$ cat src/hdl/htab_ram.sv
module htab_ram #(
  parameter int WIDTH  = 8,
  parameter int DEPTH  = 16,
  parameter int ADDR_W = $clog2(DEPTH)
) (
  input  logic              clk,
  input  logic              we,
  input  logic [ADDR_W-1:0] waddr,
  input  logic [WIDTH-1:0]  wdata,
  input  logic              re,
  input  logic [ADDR_W-1:0] raddr,
  output logic [WIDTH-1:0]  rdata
);

  logic [WIDTH-1:0] mem [DEPTH];

  always_ff @(posedge clk) begin
    if (we) begin
      mem[waddr] <= wdata;
    end
    if (re) begin
      rdata <= mem[raddr];
    end
  end

endmodule

$ cat config.mk
export PLATFORM = sky130hd
export DESIGN_NAME = htab_ram
export DESIGN_NICKNAME = d
export VERILOG_FILES = /design/src/hdl/htab_ram.sv
export SDC_FILE = /design/constraint.sdc
export NUM_CORES = 1
export LEC_CHECK = 0
export BUFFER_PORTS_ARGS = -buffer_cell sky130_fd_sc_hd__buf_4
export CAP_MARGIN = 5
export CORE_MARGIN = 2
export CORE_UTILIZATION = 57
export CTS_BUF_LIST = sky130_fd_sc_hd__clkbuf_8
export DETAILED_ROUTE_END_ITERATION = 8
export PLACE_DENSITY = 0.75
export SLEW_MARGIN = 20
export SYNTH_ARGS = -nofsm -noshare
export SYNTH_HDL_FRONTEND = slang
export SYNTH_SLANG_ARGS = --single-unit
$ cat constraint.sdc
create_clock -name clk -period 1.7 [get_ports clk]
set_input_delay 0.255 -clock clk [delete_from_list [all_inputs] [get_ports clk]]
set_output_delay 0.255 -clock clk [all_outputs]
set_load 0.01 [all_outputs]
==> impl_metrics.tcl <==
set metrics [dict create \
    status "finished clean" \
    layout-drive-gt1-share_pct 33.3 \
    drc 0 \
    die-area_um2 9950 \
    worst_ep_arrival_time_ns 1.71 \
    fill_cells 526 \
    synth_area_um2 5230 \
    pin_count 27 \
    worstPathMaxFanout 1 \
    drtPass1Iterations 4 \
    avgSynthCellArea_um2 22.8 \
    n_antenna_cell 0 \
    hold_viol_final 0 \
    clkSinkCount 136 \
    drt-total-wl_um 9280 \
    holdBufCountCts 0 \
    finalPower_mw 6.54 \
    drt_iter0_markers 180 \
    grt_pass1_wl_um 14400 \
    crit_required_ns 1.88 \
    wire_per_inst_um 22.7 \
    syn_inst 229 \
    fin_crit_ns 1.54 \
    holdCritPathClass "in -> reg" \
    placed_cell_area_um2 5710 \
    nets 306 \
    crit_path_cell_trace "mux4_1 > a22oi_1 > nand2_1" \
    gr-total-overflow 0 \
    fin_crit_sh_pct 90.5 \
    final_cell_mix "edfxtp_1, buf_4, mux4_2, clkbuf_8, a22oi_1" \
    clk_pin_slew_ns 0.08 \
    hpwl_um 6060 \
    grt_use_total_pct 20.7 \
    syn_nets 248 \
    cts_max_level 4 \
    leakage_nw 2.05 \
    cp_slowest_cell "mux4_1" \
    synth-seq-area-share_pct 78.1 \
    grt_pass1_vias 2566 \
    cts_root_buf "clkbuf_8" \
    cts_buffers 17 \
    synthToLayoutAreaGrowth_pct 16.3 \
    antenna_found_initial 0 \
    cts_setup_buffers 0 \
    vias 2490 \
    final_common_cell "edfxtp_1" \
    io_buffers 26 \
    final_area_um2 6080 \
    core-area_um2 8810 \
    gp_congestion 0.774 \
    power_density_nw_per_um2 1080 \
    cts_buffer_depth 2 \
    cp-start-kind "flop" \
    maxSlewViolCount 0 \
    peakVddDrop_uv 556 \
    ys_types 18 \
    max_freq_mhz 650 \
    maxCapViolCount 0 \
    criticalPathCategory "reg -> reg" \
    slowest_delay_ns 0.52 \
    avgViaCountPerCell 6.10 \
    yosys_warnings 0 \
    ctsResizeCount 0 \
    grt_max_degree 17 \
    start_util_pct 59.4 \
    worst_pin_slew_ns 0.388 \
    worstSkewPairLatency_ns 0.43 \
    ant_nets 0 \
    die_width_um 99.8 \
    cts_tree "done" \
    die_h_um 99.8 \
    setup_violations 0 \
    grt_setup_unrepaired "no" \
    max_slew_margin_pct 74.1 \
    num_rows 34 \
    ys_ff_latch 136 \
    end_kind "flop" \
    finClkSkew_ns 0.00908 \
]
==> flip-flops by register name, summed over array words and instances (netlist names) <==
signal / cells
mem: 128
rdata: 8
==> critical path, delay by kind of cell, from the launching register on <==
kind / cells / cell delay [ns]
compound gates: 1 / 0.31
flops: 1 / 0.37
mux: 1 / 0.52
simple gates: 1 / 0.09
==> per-layer routing <==
metal,routed length (um),GRT usage (%),vias up
li1,-,-,1091
met3,342,4.92,18
met5,0,0,-
met4,186,9.06,0
met1,3930,27.9,1303
met2,4810,33.1,78
==> where the power goes <==
part | switching (mW) | total [mW] | internal [mW]
clock network | 1.22 | 2.37 | 1.15
registers | 0.0223 | 3.80 | 3.77
logic | 0.197 | 0.381 | 0.184
total | 1.44 | 6.54 | 5.11
==> through the flow <==
stage | cells | worst slack, ns | utilization (%) | TNS [ns] | hold WS [ns]
6_report | 408 | 0.161 | 69.0 | 0 | 0.126
5_1_grt | 408 | 0.0836 | 69.0 | 0 | 0.123
3_3_place_gp | 376 | -0.0593 | 64.9 | -0.0852 | 0.559
2_1_floorplan | 229 | 0.163 | - | 0 | 0.354
4_1_cts | 408 | 0.141 | 69.0 | 0 | 0.0988
3_5_place_dp | 376 | -0.0794 | 64.9 | -0.229 | 0.568
==> area by class of cell <==
| class | instances | area (um2) | share of cell area (%) |
|---|---|---|---|
| Timing Repair Buffer | 49 | 430 | 7.08 |
| Multi-Input combinational cell | 83 | 1060 | 17.5 |
| Clock buffer | 17 | 234 | 3.85 |
| Clock inverter | 15 | 133 | 2.18 |
| Tap cell | 108 | 135 | 2.22 |
| Sequential cell | 136 | 4080 | 67.2 |
==> cell usage after synthesis, drive strengths merged <==
cell type | count | area share (%)
and2b | 1 | 0.14
nand2b | 2 | 0.24
nand2 | 9 | 0.65
and2 | 1 | 0.12
or3b | 1 | 0.17
nor2b | 1 | 0.12
nor3 | 4 | 0.38
nor2 | 13 | 0.93
clkdlybuf4s25 | 3 | 0.57
mux4 | 32 | 15
nand3b | 2 | 0.29
nand3 | 1 | 0.096
buf | 7 | 1.1
a22oi | 16 | 2.3
edfxtp | 136 | 78
==> cells by family after synthesis <==
group	count (synthesis)	share of synthesized area (%)
compound gates	16	2.30
buf+inv	10	1.65
flops	136	78.1
mux	32	14.8
simple gates	35	3.14
==> final timing paths <==
kind,startpoint,end,slack (ns),cells after the start
max reg2reg,mem[0][3],rdata[3],0.16,3
max,mem[0][3],rdata[3],0.16,3
min reg2reg,mem[11][2],rdata[2],0.77,3
min,wdata[1],mem[14][1],0.13,1
Power figures use the tool's default switching activity.
