--- src/hdl/htab_pkg.sv ---
package htab_pkg;

  localparam int TABLE_DEPTH   = 1024;
  localparam int PAYLOAD_WIDTH = 32;

  localparam int IDX_W = $clog2(TABLE_DEPTH);
  localparam int CNT_W = IDX_W + 1;
  localparam int GEN_W = 32;
  localparam int CAP_W = 11;

  // Capacity after reset: 1024 slots, or the whole table if it is smaller.
  localparam int CAP_RESET = (TABLE_DEPTH < 1024) ? TABLE_DEPTH : 1024;

  localparam int APB_ADDR_W = 3;
  localparam int APB_DATA_W = 32;
  localparam int REG_IDX_W  = APB_ADDR_W - 2;
  localparam logic [REG_IDX_W-1:0] REG_CAPACITY = REG_IDX_W'(0);

  typedef enum logic [1:0] {
    CMD_ALLOC   = 2'd0,
    CMD_LOOKUP  = 2'd1,
    CMD_RELEASE = 2'd2
  } cmd_t;

  typedef enum logic [1:0] {
    ST_OK    = 2'd0,
    ST_FULL  = 2'd1,
    ST_NOENT = 2'd2
  } status_t;

  typedef struct packed {
    logic [1:0]               cmd;
    logic [IDX_W-1:0]         handle_index;
    logic [GEN_W-1:0]         handle_generation;
    logic [PAYLOAD_WIDTH-1:0] entry_payload;
  } req_t;

  typedef struct packed {
    logic [1:0]               status;
    logic [IDX_W-1:0]         out_index;
    logic [GEN_W-1:0]         out_generation;
    logic [PAYLOAD_WIDTH-1:0] out_payload;
    logic [CNT_W-1:0]         used_count;
  } rsp_t;

  typedef struct packed {
    logic                     occupied;
    logic [GEN_W-1:0]         generation;
    logic [PAYLOAD_WIDTH-1:0] payload;
  } slot_entry_t;

  // Control from the register block to the table logic.
  typedef struct packed {
    logic             init;
    logic [CNT_W-1:0] init_capacity;
    logic [CNT_W-1:0] capacity;
  } cfg_t;

endpackage

--- src/hdl/htab_cfg.sv ---
module htab_cfg import htab_pkg::*; (
  input  logic                  clk,
  input  logic                  rst,
  input  logic                  psel,
  input  logic                  penable,
  input  logic                  pwrite,
  input  logic [APB_ADDR_W-1:0] paddr,
  input  logic [APB_DATA_W-1:0] pwdata,
  output logic [APB_DATA_W-1:0] prdata,
  output logic                  pready,
  output cfg_t                  cfg
);

  logic [CNT_W-1:0] capacity;
  logic [31:0]      wr_value;
  logic             wr_capacity;

  assign pready = 1'b1;
  assign prdata = APB_DATA_W'(capacity);

  assign wr_value    = 32'(pwdata[CAP_W-1:0]);
  assign wr_capacity = psel && penable && pwrite && pready &&
                       (paddr[APB_ADDR_W-1:2] == REG_CAPACITY);

  // A capacity above the table size saturates to the table size.
  always_comb begin
    cfg.init     = wr_capacity;
    cfg.capacity = capacity;
    if (wr_value > 32'(TABLE_DEPTH)) begin
      cfg.init_capacity = CNT_W'(TABLE_DEPTH);
    end else begin
      cfg.init_capacity = CNT_W'(wr_value);
    end
  end

  always_ff @(posedge clk) begin
    if (rst) begin
      capacity <= CNT_W'(CAP_RESET);
    end else if (wr_capacity) begin
      capacity <= cfg.init_capacity;
    end
  end

endmodule

--- config.mk ---
export PLATFORM = sky130hd
export DESIGN_NAME = htab_cfg
export DESIGN_NICKNAME = d
export VERILOG_FILES = /design/src/hdl/htab_pkg.sv /design/src/hdl/htab_cfg.sv
export SDC_FILE = /design/constraint.sdc
export NUM_CORES = 1
export LEC_CHECK = 0
export BUFFER_PORTS_ARGS = -buffer_cell sky130_fd_sc_hd__clkbuf_2
export CAP_MARGIN = 10
export CORE_MARGIN = 2
export CORE_UTILIZATION = 32
export CTS_BUF_LIST = sky130_fd_sc_hd__clkbuf_16
export CTS_CLUSTER_SIZE = 30
export DETAILED_ROUTE_END_ITERATION = 16
export GPL_ROUTABILITY_DRIVEN = 0
export PLACE_DENSITY_LB_ADDON = 0.05
export REMOVE_ABC_BUFFERS = 1
export SLEW_MARGIN = 10
export SYNTH_ARGS = -nofsm -noshare
export SYNTH_HDL_FRONTEND = slang
export SYNTH_SLANG_ARGS = --single-unit
--- constraint.sdc ---
create_clock -name clk -period 1 [get_ports clk]
set_input_delay 0.05 -clock clk [delete_from_list [all_inputs] [get_ports clk]]
set_output_delay 0.05 -clock clk [all_outputs]
set_load 0.005 [all_outputs]
==> results.md <==
- Outcome: completed
- Met2 routed WL: 759 um
- Req. time, crit path: 0.95 ns
- Metal3 WL: 154 um
- Port bufs: 50
- TNS Setup: 0 ns
- Most used DFF post-synth: dfxtp_1
- Sw frac: 0.215
- Final setup violation count: 0
- Max_cap viols: 0
- Vias in the first global route: 509
- Total track usage: 0.110
- Max FFs per register: 11
- Most frequent cells after synthesis: 34 x buf_4, 14 x nand2_1, 11 x dfxtp_1
- Grt ovf: 0
- Num ports: 96
- Core footprint: 2410 sq um
- Vias: 652
- Die height: 53.9 um
- F_max: 1230 MHz
- P_leak: 0.515 nW
- Initial antenna violation count: 0
- Post-synth top area share: 0.320
- Largest regs: capacity x11
- Clk root buf: clkbuf_16
- Setup bufs post-CTS: 0
- Drt drc: 0
- Min cycle time layout: 0.815 ns
- Portion of total power attributed to combinational logic: 0.126
- Endpoints failing hold: 0
- Mean Syn Cell Area: 8.15 sq um
- Filler Cell Count: 266
- Seq. cell area: 220 sq um
- Wl on met1: 622 um
- VDD IR max: 0.786 mV
- Synth warn: 0
- DRT Pass-1 Iters: 1
- Maximum number of pins on one net before global-route repair: 12
- R2r setup slk: 0.37 ns
- H-tree levels: 1
- Synthesized cell area: 798 sq um
- Avg WL per Cell: 9.25 um
- Count leader, synth: buf_4
- Post-Route WL: 1540 um
- CTS Buffer Depth: 2
- Clock Skew: 0 ns
- Leading area contributor after synthesis: buf_4
- Detailed Route Iter0 Violations: 0
- # hold bufs at CTS: 0
- Internal power: 0.00105 W
- Area delta synth->final: 21.8%
- Detail Route Antenna Nets: 0
- Clock power frac: 0.534
- Row cnt: 18
- Power per cell area: 1370 nW/um^2
- Critical Path Source Type: input pin
- CTS tree: yes
- Skew-Pair Late Insertion Delay: 0.23 ns
- Final Util: 0.403
- Area contributors post-synth: buf_4 32%, dfxtp_1 28%, nor2b_1 7.8%, nand2_1 6.6%, a21oi_1 5.0%
- Highest Signal Layer: met3
- WHS: 0.135 ns
- Area of the multi-input gates: 355 sq um
- Final Max Slew Viols: 0
- Post-placement cell area: 893 sq um
- Clock sink total: 11
- Part of the Yosys area used for sequential elements: 0.276
- Post-synth EDFFs: 0
- Setup crit end kind: output port
- Ratio of cells with drive above 1 in the final layout: 0.456
- Critical path class: input pin to output port
- Unrepaired setup endpoints after global routing: false
- First-pass GRT wire length: 2230 um
- Hold crit path type: input pin to flop
- Post-layout nets: 177
- Vias per Instance: 3.93
- Number of diodes: 0
- FFs w/ async S/R, synth: 0
- # resized after CTS: 0
- DIE AREA: 2910 sq um
- Final Instance Area: 972 sq um
- Initial Utilization: 0.331
- Maximum fanout along the worst path: 8
- Biggest register: capacity
- Flops & latches, synth: 11
- Gate count of the mapped netlist: 98
- Detailed placement HPWL: 1280 um
- Finished Layout Cells: 166
- Sequential share of power: 0.340
- Fin crit share: 0.815
- Critical path arrival: 0.76 ns
- Die width: 53.9 um
- Worst-path clk slew: 0.04 ns
- Count of unique library cells instantiated by Yosys: 17
- CTS buffer count: 3
- Placed cells: 162
- Net load switching power: 0.000287 W
-- final cells by class --
cell class,instances,area share
Clock buffer,3,0.0772
Clock inverter,1,0.00386
Inverter,2,0.00772
Multi-Input combinational cell,66,0.366
Sequential cell,11,0.227
Tap cell,30,0.0386
Timing Repair Buffer,53,0.281
-- placed cells by master, fill, tap and decap left out, drive strengths merged --
master,n
nand2,14
clkbuf,53
nor2b,10
nor3,3
buf,3
inv,3
nor4,2
mux2i,3
nand4b,1
a21oi,8
dfxtp,11
conb,22
nor2,1
o21ai,1
a311oi,1
-- worst max-delay path, stage by stage --
cell and delay (ns):
clkbuf_2 0.08, nand4b_4 0.19, inv_2 0.18, buf_4 0.16, clkbuf_2 0.11
-- per-layer routing --
layer	track usage	vias up
met5	0	-
met4	0.0513	0
met3	0.0361	0
met2	0.185	34
met1	0.124	285
li1	-	333
-- power groups by stage --
stage           logic, W  registers (W)  clock network (W)
2_1_floorplan  0.0000646       0.000462                  0
3_3_place_gp    0.000169       0.000460                  0
3_5_place_dp    0.000170       0.000461                  0
4_1_cts         0.000170       0.000453           0.000727
5_1_grt         0.000194       0.000454           0.000752
6_report        0.000169       0.000453           0.000712
-- logic make-up (layout without fill, tap and decap cells) --
group,count (synthesis),in the layout,share of synthesized area
muxes,3,3,0.0376
DFF,11,11,0.276
AOI/OAI and AO/OA,10,10,0.0752
other,2,22,0.00941
and+or+nand+nor,31,31,0.229
buffers and inverters,41,59,0.373
-- per-stage QoR --
step / setup slack (ns) / power, W
after floorplan: 0.174 / 0.000527
after detailed placement: 0.0510 / 0.000630
final: 0.185 / 0.00133
after global routing: 0.116 / 0.00140
after CTS: 0.167 / 0.00135
after global placement: 0.0582 / 0.000630
-- worst paths after layout --
kind | start | to | cells past startpoint
max reg2reg | capacity[10] | capacity[10] | 2
min | pwdata[7] | capacity[7] | 3
max | paddr[2] | cfg[22] | 5
min reg2reg | capacity[4] | capacity[4] | 2
(Power assumes the default switching activity.)
